**config.mk**
```make
export PLATFORM = sky130hd
export DESIGN_NAME = fpn_div
export DESIGN_NICKNAME = d
export VERILOG_FILES = /design/src/design/fpn_pkg.sv /design/src/design/fpn_div.sv
export SDC_FILE = /design/constraint.sdc
export NUM_CORES = 1
export LEC_CHECK = 0
export BUFFER_PORTS_ARGS = -buffer_cell sky130_fd_sc_hd__clkbuf_2
export CAP_MARGIN = 10
export CELL_PAD_IN_SITES_DETAIL_PLACEMENT = 0
export CELL_PAD_IN_SITES_GLOBAL_PLACEMENT = 2
export CORE_MARGIN = 2
export CORE_UTILIZATION = 35
export CTS_BUF_LIST = sky130_fd_sc_hd__clkbuf_8
export CTS_CLUSTER_SIZE = 40
export DETAILED_ROUTE_END_ITERATION = 7
export PLACE_DENSITY = 0.79
export SETUP_SLACK_MARGIN = 0.4
export SLEW_MARGIN = 10
export SYNTH_ARGS = -nofsm -noshare
export SYNTH_HDL_FRONTEND = slang
export SYNTH_SLANG_ARGS = --single-unit
```
**constraint.sdc**
```tcl
create_clock -name clk -period 3.2 [get_ports clk]
set_clock_uncertainty 0.1 [all_clocks]
set_input_delay 0 -clock clk [delete_from_list [all_inputs] [get_ports clk]]
set_output_delay 0 -clock clk [all_outputs]
set_load 0.03 [all_outputs]
```
**src/design/fpn_pkg.sv**
```systemverilog
`timescale 1ns / 1ps
// ----------------------------------------------------------------------------
// fpn_pkg
// Shared widths, action codes and divider handshake types for the frame peak
// normalizer.
// ----------------------------------------------------------------------------
package fpn_pkg;

	localparam int SAMPLE_W       = 24;
	localparam int FRAC_BITS      = 20;
	localparam int THR_W          = 23;
	localparam int FRAME_W        = 4;
	localparam int INDEX_W        = 11;
	localparam int DEF_FRAME_SIZE = 2048;
	localparam int DEF_NUM_FRAMES = 16;

	localparam logic ACT_LOAD = 1'b0;
	localparam logic ACT_READ = 1'b1;

	typedef struct packed {
		logic                start;
		logic                neg;
		logic [SAMPLE_W-1:0] mag;
		logic [SAMPLE_W-1:0] divisor;
	} div_req_t;

	typedef struct packed {
		logic                done;
		logic [SAMPLE_W-1:0] value;
	} div_rsp_t;

endpackage

```
**src/design/fpn_div.sv**
```systemverilog
`timescale 1ns / 1ps
// ----------------------------------------------------------------------------
// fpn_div
// Bit-serial restoring divider: (mag << 20) / divisor, one quotient bit per
// cycle, then saturation and sign in a final step.
// ----------------------------------------------------------------------------
module fpn_div import fpn_pkg::*; (
	input  logic     clk,
	input  logic     arst_n,
	input  div_req_t req,
	output div_rsp_t rsp
);

	localparam int                  CW       = $clog2(SAMPLE_W);
	localparam logic [CW-1:0]       CNT_LAST = CW'(SAMPLE_W - 1);
	localparam int                  LOW_W    = SAMPLE_W - FRAC_BITS;
	localparam logic [SAMPLE_W-1:0] POS_MAX  = {1'b0, {(SAMPLE_W-1){1'b1}}};
	localparam logic [SAMPLE_W-1:0] NEG_MAX  = {1'b1, {(SAMPLE_W-1){1'b0}}};

	logic            busy_q;
	logic            fin_q;
	logic            done_q;
	logic [CW-1:0]   cnt_q;
	logic [SAMPLE_W:0]   rem_q;
	logic [SAMPLE_W-1:0] dsr_q;
	logic [SAMPLE_W-1:0] bits_q;
	logic [SAMPLE_W-1:0] quo_q;
	logic            neg_q;
	logic [SAMPLE_W-1:0] value_q;

	logic [SAMPLE_W:0]   trial;
	logic [SAMPLE_W:0]   diff;
	logic                ge;
	logic                ovf;
	logic [SAMPLE_W-1:0] sat;

	// quotient of 2^24 or more: mag >= divisor * 16
	assign ovf   = {{LOW_W{1'b0}}, req.mag} >= {req.divisor, {LOW_W{1'b0}}};
	assign trial = {rem_q[SAMPLE_W-1:0], bits_q[SAMPLE_W-1]};
	assign ge    = trial >= {1'b0, dsr_q};
	assign diff  = trial - {1'b0, dsr_q};

	always_comb begin
		if (neg_q) begin
			sat = (quo_q > NEG_MAX) ? NEG_MAX : quo_q;
			sat = SAMPLE_W'(0) - sat;
		end else begin
			sat = (quo_q > POS_MAX) ? POS_MAX : quo_q;
		end
	end

	always_ff @(posedge clk or negedge arst_n) begin
		if (!arst_n) begin
			busy_q <= 1'b0;
			fin_q  <= 1'b0;
			done_q <= 1'b0;
			cnt_q  <= '0;
		end else begin
			done_q <= 1'b0;
			fin_q  <= 1'b0;
			if (req.start) begin
				busy_q <= !ovf;
				fin_q  <= ovf;
				cnt_q  <= CNT_LAST;
			end else if (busy_q) begin
				cnt_q <= cnt_q - 1'b1;
				if (cnt_q == '0) begin
					busy_q <= 1'b0;
					fin_q  <= 1'b1;
				end
			end else if (fin_q) begin
				done_q <= 1'b1;
			end
		end
	end

	always_ff @(posedge clk) begin
		if (req.start) begin
			neg_q  <= req.neg;
			dsr_q  <= req.divisor;
			rem_q  <= {{(LOW_W+1){1'b0}}, req.mag[SAMPLE_W-1:LOW_W]};
			bits_q <= {req.mag[LOW_W-1:0], {FRAC_BITS{1'b0}}};
			quo_q  <= ovf ? '1 : '0;
		end else if (busy_q) begin
			rem_q  <= ge ? diff : trial;
			bits_q <= {bits_q[SAMPLE_W-2:0], 1'b0};
			quo_q  <= {quo_q[SAMPLE_W-2:0], ge};
		end
		if (fin_q) begin
			value_q <= sat;
		end
	end

	assign rsp.done  = done_q;
	assign rsp.value = value_q;

endmodule

```
# Word level (Yosys, flattened, before mapping)
# Cells that the tools add are included.
# totals
ram_bits	0
mem_count	0
inputBits	52
word_cells	43
regBits	109
output_inout_bits	25
latch_bits	0
mem_bits_ro	0
# classes
mux	22
reduce_logical	3
div	0
add_sub_neg	3
n_shift	0
eq_ne	0
magnitude_cmp	4
bitwise	0
mul	0
# ops
operator	n
24-bit two-way mux	9
20-bit two-way mux	2
24-bit by 28-bit greater-or-equal comparator with 1-bit output	1
25-bit by 24-bit greater-or-equal comparator with 1-bit output	1
24-bit by 23-bit > comparator with 1-bit output (second input constant)	1
24-bit > comparator (second input constant)	1
1-bit by 24-bit subtractor with 24-bit output (first input constant)	1
24-bit subtractor	1
5-bit two-way mux	2
1-bit two-way mux	9
5-bit logical NOT	1
5-bit by 1-bit subtractor with 5-bit output (second input constant)	1
2-bit nonzero test	1
1-bit logical NOT	1

# Logic depth before layout (Yosys ltp)
# Gate-level depths: netlist of run 1.
# logic_depth
word_depth	4
ltp_mapped	13
depth_no_buf	12

# Worst setup path before layout of run 1
# OpenSTA, ideal clock, no wires.
# synth_path
path_type	reg-to-reg
from	register quo_q[16]
to	register value_q[20] (data pin)
path_slack_ns	-0.090
n_path_buf	2
required_time_ns	2.827
synth_period_minus_slack_ns	3.290
stages_incl_launch_ff	13
t_arrival_ns	2.917
setup_time_ns	0.273
path_cell_list	edfxtp_1 or3_1 nand4b_1 o41ai_2 buf_2 nand2_1 ha_1 clkbuf_1 nand3_1 and2_1 nor4_1 o32ai_1 a22oi_1
# synth_via
elab_chain_len	4
elab_cells_between_ends	6
classes_between	add/sub (1); order compare (2); mux (3)
# synth_lines
element	line	source
start: declaration	fpn_div.sv:27	logic [SAMPLE_W-1:0] quo_q;
start signal: assignment	fpn_div.sv:83	quo_q <= ovf ? '1 : '0;
start signal: assignment	fpn_div.sv:87	quo_q <= {quo_q[SAMPLE_W-2:0], ge};
24-bit > comparator	fpn_div.sv:45	sat = (quo_q > NEG_MAX) ? NEG_MAX : quo_q;
24-bit two-way mux	fpn_div.sv:45	
1-bit by 24-bit subtractor with 24-bit output	fpn_div.sv:46	sat = SAMPLE_W'(0) - sat;
24-bit two-way mux (*)	fpn_div.sv:44	if (neg_q) begin
named net sat[20]	fpn_div.sv:35	logic [SAMPLE_W-1:0] sat;
end signal: assignment	fpn_div.sv:90	value_q <= sat;
end: declaration	fpn_div.sv:29	logic [SAMPLE_W-1:0] value_q;
# Mark *: on every way through the listed nets, which the timed path passes. The rest lies on a longest branch.
# A chain may end at the register's enable or synchronous reset.

# Worst setup path in the final report of run 1
# layout_path
from	register rem_q[9]
to	register rem_q[11] (data pin)
# layout_via
elab_chain_len	4
elab_cells_between_ends	5
classes_between	add/sub (1); order compare (1); mux (3)
# layout_lines
element	line	source
start: declaration	fpn_div.sv:24	logic [SAMPLE_W:0] rem_q;
start signal: assignment	fpn_div.sv:81	rem_q <= {{(LOW_W+1){1'b0}}, req.mag[SAMPLE_W-1:LOW_W]};
start signal: assignment	fpn_div.sv:85	rem_q <= ge ? diff : trial;
24-bit subtractor or 25-bit by 24-bit greater-or-equal comparator with 1-bit output (tied branches)	fpn_div.sv:41, fpn_div.sv:40	
24-bit two-way mux (*)	fpn_div.sv:85	
20-bit two-way mux (*)	fpn_div.sv:84	end else if (busy_q) begin
20-bit two-way mux (*)	fpn_div.sv:78	if (req.start) begin
# Every way passes the cells marked *; elsewhere a longest branch is shown, timed or not. The select of a mux whose other input is x is not followed.

==> run metrics, run 1 <==
syn avg cell area=9.99 um2; area growth from synthesis to layout=31.7%; CTS tree=built; initial antenna violation count=0; largest net degree at the start of global routing=46; later-pin clock latency in the skew report=0.40 ns; asr flop ratio synth=0.0734; delay-heaviest family, CP=compound AO/OA/AOI/OAI gates; Setup Total Neg Slack=0 ns; CTS Buf Count=9; Worst-Margin Slew=1.01 ns; nets=949; Rows=51; number of nets with antenna violations after routing=0; Max VDD drop=320 uV; Int Pwr=3.93 mW; vias=5843; final wirelength=17400 um; RSZ-0062 raised after global routing=yes; Core Area=19300 um2; DR vias/cell=5.22; final worst path period need=3.00 ns; synthesized flop and latch total=109; Synth Flop Type=edfxtp_1; Synth Area in XOR/XNOR=0.0307; RR Endpoint=rem_q[11]$_DFFE_PP_; global placement routability congestion=0.846; Hold Path Depth=2; final hold violation count=0; Post-Synth Adder-Cell Area=0.0889; max-cap violations=0; crit end category=flop; EDFF count, synth=97; most frequent cells in the layout=edfxtp_1, clkbuf_2, inv_1; Crit Path Category=flop to flop; Tot Pwr=6.33 mW; Final setup viols=0; Min-Delay Endpoint=neg_q$_DFFE_PP_; commonest non-fill, non-tap cell in the layout=edfxtp_1; Pre-Repair DR Iteration Count=4; cells along the critical path=ha_4 > o21ai_1 > o21ai_1 > or3b_4 > a21oi_4 > o41ai_4 > o21ba_4 > bufbuf_16 > and3b_1 > a221o_1; clock sink count=109; Ys Warns=0; total track usage=0.172; first-pass GRT wire length=28300 um; Detailed Place HPWL=12200 um; type of the tightest min-delay check=input port to flop; Worst EP arrival=3.06 ns; slew margin rel.=0.325; deepest clock path buffer count=2; R2R Setup Slk=0.20 ns; CP max stage delay=0.46 ns; Syn Nets=785; Die Y=144 um; Synth Area in Compound Gates=0.192; port bufs=76; startpoint types=flop; GR peak layer=met2; grt total ovfl=0; Slowest cell on crit path=edfxtp_1; combinational share of power=0.537; main combinational cell family by area after synthesis=compound AO/OA/AOI/OAI gates; outcome=finished clean; worst r2r src=rem_q[9]$_DFFE_PP_; Reg power frac=0.315; fmax=334 MHz; die area=20700 um2; mux cell area share after synthesis=0.0141; final period utilization=0.937; Clk pwr share=0.148; GR met3 Demand/Resource=0.0230; pins over their slew limit=0; CP Buf/Inv Count=1; Synth cell types=66; DRC=0; met1 GRT Util=0.219; R2R cell count=10; initial DRC count=376; met2 GRT Util=0.299; Max FO, Critical Path=7; share of cells above drive strength 1=0.254; CTS root buf=clkbuf_8; Pwr per Cell Area=702 nW/um2; Clock Pin Slew Worst Setup and Hold Paths=0.12 ns; Initial Util=0.354; Sw Share=0.379; Die X=144 um; Synth Instances=685; H-tree Lvls=3; Req. time, crit path=3.26 ns; simple logic cell fraction of the synthesized area=0.148; Cell Area, Synth=6840 um2; I/O pins=77; DR WL/cell=15.5 um; Hold Slack=0.199 ns; number of global-route vias before repair=5689; hold path start=req[48]; CP dominant cell by count=o21ai_1; Antenna diodes=0; P_sw=2.40 mW; leak pwr=3.79 nW; post-synthesis sequential area ratio=0.467
==> timing repair <==
item / in CTS / in global routing
gates cloned: 3 / 0
hold buffers: 52 / 0
gates resized for setup: 30 / 44
setup buffers: 21 / 7
endpoints found under the setup margin: 33 / 64
hold endpoints to repair: 74 / 0
pin swaps: 22 / 28
==> power groups by stage <==
stage | combinational [mW] | sequential (mW) | clock [mW]
finish | 3.40 | 2.00 | 0.937
CTS | 3.19 | 1.99 | 0.965
global route | 3.72 | 2.02 | 1.01
floorplan | 2.03 | 1.96 | 0
global placement | 2.59 | 1.99 | 0
detailed placement | 2.60 | 2.00 | 0
==> stage by stage <==
stage | instance area [um2] | setup slack (ns) | utilization | cells
final | 9010 | 0.203 | 0.466 | 1119
after CTS | 8810 | 0.201 | 0.456 | 1112
after global placement | 7680 | 0.230 | 0.397 | 1020
after global routing | 9010 | 0.107 | 0.466 | 1119
after detailed placement | 7680 | 0.170 | 0.397 | 1020
after floorplan | 6920 | 0.212 | - | 685
==> state kept, by name (all words and copies together) (netlist names) <==
register / flops
rem_q: 24
dsr_q: 24
cnt_q: 5
done_q: 1
fin_q: 1
quo_q: 24
neg_q: 1
busy_q: 1
bits_q: 4
value_q: 24
==> synthesized netlist by cell type, drive strengths merged, types with 11 or more instances <==
cell type,instances,area share
nor2,45,0.025
nand2,51,0.028
a21o,12,0.013
clkbuf,19,0.010
inv,78,0.043
nor3,24,0.018
nand4,11,0.010
xnor2,17,0.022
ha,47,0.086
o311ai,17,0.022
edfxtp,97,0.43
nor4,13,0.012
a21oi,39,0.029
nand3,11,0.0080
o21ai,61,0.045
==> cell families (layout without fill, tap and decap cells) <==
group,Yosys count,in the layout
muxes,9,9
and+or+nand+nor,201,201
adders and majority gates,48,48
AOI/OAI and AO/OA,190,190
buffers and inverters,104,273
DFF,109,109
xor gates and xnor gates,24,24
==> cell type report <==
type                            count  area, um2
Fill cell                        1796      10300
Multi-Input combinational cell    472       3580
Sequential cell                   109       3190
Timing Repair Buffer              179       1400
Tap cell                          265        332
Inverter                           78        293
Clock buffer                        9        124
Clock inverter                      7       87.6
==> worst reg2reg max path, delay by kind of cell, from the launching register on <==
kind                     cells  cell delay, ns
flip-flops                   1            0.46
buffers and inverters        1            0.28
adder cells (fa/ha/maj)      1            0.32
AND/OR/NAND/NOR              2            0.59
AO/OA/AOI/OAI                6            1.01
==> metal layers <==
layer	routed length [um]	up-vias	share of wire
met4	241	0	0.014
met3	542	16	0.031
met5	0	-	0
met2	8760	125	0.50
li1	-	2876	-
met1	7830	2826	0.45
==> worst max-delay path by stage <==
stage	cells after the start	slack (ns)	to	from
after floorplan	13	0.21	value_q[22]$_DFFE_PP_	quo_q[16]$_DFFE_PP_
after global placement	12	0.23	rem_q[14]$_DFFE_PP_	bits_q[23]$_DFFE_PP_
after detailed placement	9	0.17	rem_q[13]$_DFFE_PP_	rem_q[0]$_DFFE_PP_
after CTS	12	0.20	rem_q[20]$_SDFFE_PP0P_	bits_q[23]$_DFFE_PP_
after global routing	10	0.11	rem_q[11]$_DFFE_PP_	rem_q[7]$_DFFE_PP_
final	10	0.20	rem_q[11]$_DFFE_PP_	rem_q[9]$_DFFE_PP_
Power figures use the tool's default switching activity.
==> run 2: changes to the inputs <==
--- a/config.mk
+++ b/config.mk
@@ -9,10 +9,10 @@
 export CAP_MARGIN = 10
 export CELL_PAD_IN_SITES_DETAIL_PLACEMENT = 0
 export CELL_PAD_IN_SITES_GLOBAL_PLACEMENT = 2
+export CORE_ASPECT_RATIO = 0.75
 export CORE_MARGIN = 2
 export CORE_UTILIZATION = 35
 export CTS_BUF_LIST = sky130_fd_sc_hd__clkbuf_8
-export CTS_CLUSTER_SIZE = 40
 export DETAILED_ROUTE_END_ITERATION = 7
 export PLACE_DENSITY = 0.79
 export SETUP_SLACK_MARGIN = 0.4
==> run 2 against run 1 <==
Compared with the run above: register-to-register slack got worse by 0.07 ns; non-clock buffer count increased by 34; clock power increased by 1%; combinational power increased by 19%; clock-buffer cell count increased by 1; sequential power about the same; die area about the same; utilization increased by 2.9 points; setup slack got worse by 0.074 ns; global-route usage increased by 1.9 points; critical endpoint is now rem_q[20]$_SDFFE_PP0P_; largest cell class unchanged; largest power group unchanged; highest routed layer unchanged.
==> run metrics, run 2 (synthesis results as in run 1) <==
DRC=0 (unchanged); Core Area=19300 um2 (about the same); H-tree Lvls=3 (unchanged); pins over their slew limit=0 (unchanged); share of cells above drive strength 1=0.314 (was 0.254); initial antenna violation count=0 (unchanged); Setup Total Neg Slack=0 ns (unchanged); Worst EP arrival=3.31 ns (was 3.06 ns); Rows=44 (was 51); Initial Util=0.355 (was 0.354); startpoint types=flop (unchanged); Pwr per Cell Area=733 nW/um2 (was 702 nW/um2); fmax=326 MHz (was 334 MHz); Worst-Margin Slew=1.00 ns (was 1.01 ns); first-pass GRT wire length=30800 um (was 28300 um); Final setup viols=0 (unchanged); RR Endpoint=rem_q[20]$_SDFFE_PP0P_ (was rem_q[11]$_DFFE_PP_); final period utilization=0.960 (was 0.937); Detailed Place HPWL=13200 um (was 12200 um); crit end category=flop (unchanged); clock sink count=109 (unchanged); R2R Setup Slk=0.13 ns (was 0.20 ns); Finished Cell Area=9540 um2 (was 9010 um2); leak pwr=4.00 nW (was 3.79 nW); grt total ovfl=0 (unchanged); DR WL/cell=17.4 um (was 15.5 um); outcome=finished clean (unchanged); total track usage=0.191 (was 0.172); initial DRC count=481 (was 376); flip-flop and latch area=3190 um2 (unchanged); global placement routability congestion=0.881 (was 0.846); nets=983 (was 949); Hold Path Depth=2 (unchanged); Die X=165 um (was 144 um); CTS tree=built (unchanged); crit path launch=rem_q[0]$_DFFE_PP_ (was rem_q[9]$_DFFE_PP_); max-cap violations=0 (unchanged); type of the tightest min-delay check=input port to flop (unchanged); Max FO, Critical Path=2 (was 7); final hold violation count=0 (unchanged); CTS root buf=clkbuf_8 (unchanged); placed standard-cell area=7720 um2 (was 7680 um2); commonest non-fill, non-tap cell in the layout=edfxtp_1 (unchanged); Req. time, crit path=3.44 ns (was 3.26 ns); area growth from synthesis to layout=39.5% (was 31.7%); Clock Pin Slew Worst Setup and Hold Paths=0.12 ns (about the same); Max VDD drop=288 uV (was 320 uV); Multi-input gate area=3840 um2 (was 3580 um2); Die Y=125 um (was 144 um); largest net degree at the start of global routing=47 (was 46); CTS Buf Count=9 (unchanged); worst r2r src=rem_q[0]$_DFFE_PP_ (was rem_q[9]$_DFFE_PP_); deepest clock path buffer count=2 (unchanged); later-pin clock latency in the skew report=0.41 ns (was 0.40 ns); die area=20700 um2 (about the same); DR vias/cell=5.36 (was 5.22); slew margin rel.=0.332 (was 0.325); final wirelength=19900 um (was 17400 um); port bufs=76 (unchanged); R2R cell count=10 (unchanged); vias=6120 (was 5843); final worst path period need=3.07 ns (was 3.00 ns); layout filler cell count=1771 (was 1796); number of nets with antenna violations after routing=0 (unchanged); Min-Delay Endpoint=neg_q$_DFFE_PP_ (unchanged); Antenna diodes=0 (unchanged); Crit Path Category=flop to flop (unchanged); RSZ-0062 raised after global routing=yes (unchanged); number of global-route vias before repair=5729 (was 5689); I/O pins=77 (unchanged); hold path start=req[48] (unchanged); Pre-Repair DR Iteration Count=5 (was 4); most frequent cells in the layout=edfxtp_1, clkbuf_2, inv_1 (unchanged)
-- run 2: changes by cell type in the layout (fill, tap and decap cells not counted), sizes merged --
cell and delta:
buf +34, clkbuf +1, clkinv -1, inv -1, clkinvlp +1
-- run 2: power by group --
group          internal (mW)  total, mW  switching, mW
registers               1.83       2.01          0.183
clock network          0.399      0.951          0.552
logic                   2.08       4.03           1.96
total                   4.30       7.00           2.69
-- run 2: layout make-up --
cell class,count,share of cell area
Tap cell,253,0.0332
Timing Repair Buffer,213,0.176
Clock buffer,10,0.0144
Inverter,78,0.0307
Multi-Input combinational cell,472,0.403
Sequential cell,109,0.335
Clock inverter,6,0.00813
-- run 2: metrics by stage --
step                      std cells  setup slack [ns]   util  power, mW  hold slack (ns)
after floorplan                 685             0.212      -       3.98           -0.396
after global placement         1017             0.189  0.401       4.64           -0.247
after detailed placement       1017             0.138  0.401       4.68           -0.238
after CTS                      1116             0.135  0.466       6.42            0.187
after global routing           1141            0.0315  0.495       7.43            0.200
final                          1141             0.129  0.495       7.00            0.207
-- run 2: how the worst max path moves through the flow --
stage | end | cells past startpoint
global placement | rem_q[5]$_DFFE_PP_ | 9
global route | rem_q[20]$_SDFFE_PP0P_ | 12
finish | rem_q[20]$_SDFFE_PP0P_ | 10
detailed placement | rem_q[3]$_DFFE_PP_ | 10
CTS | rem_q[20]$_SDFFE_PP0P_ | 12
floorplan | value_q[22]$_DFFE_PP_ | 13
-- run 2: critical path: stages (launching register included) --
cell,delay (ns)
edfxtp_1,0.46
buf_4,0.17
fa_2,0.40
a211oi_2,0.23
o21bai_1,0.13
o41ai_2,0.39
a21oi_2,0.15
or3_4,0.42
a31o_4,0.23
xnor2_1,0.12
o31ai_1,0.21
-- run 2: routing by layer --
metal  vias to the layer above  GRT usage  part of all wire  wire (um)
met4                         0     0.0522             0.017        346
met2                       198      0.282              0.45       9030
met1                      2958      0.286              0.48       9480
met5                         -          0                 0          0
li1                       2934          -                 -          -
met3                        30     0.0372             0.052       1030
-- run 2: repair_timing --
action	4_1_cts	5_1_grt
setup endpoints to repair	35	66
hold endpoints to repair	63	0
pin swaps	23	42
hold buffers	52	0
setup buffers	29	25
resized for setup	60	78
gates cloned	2	0
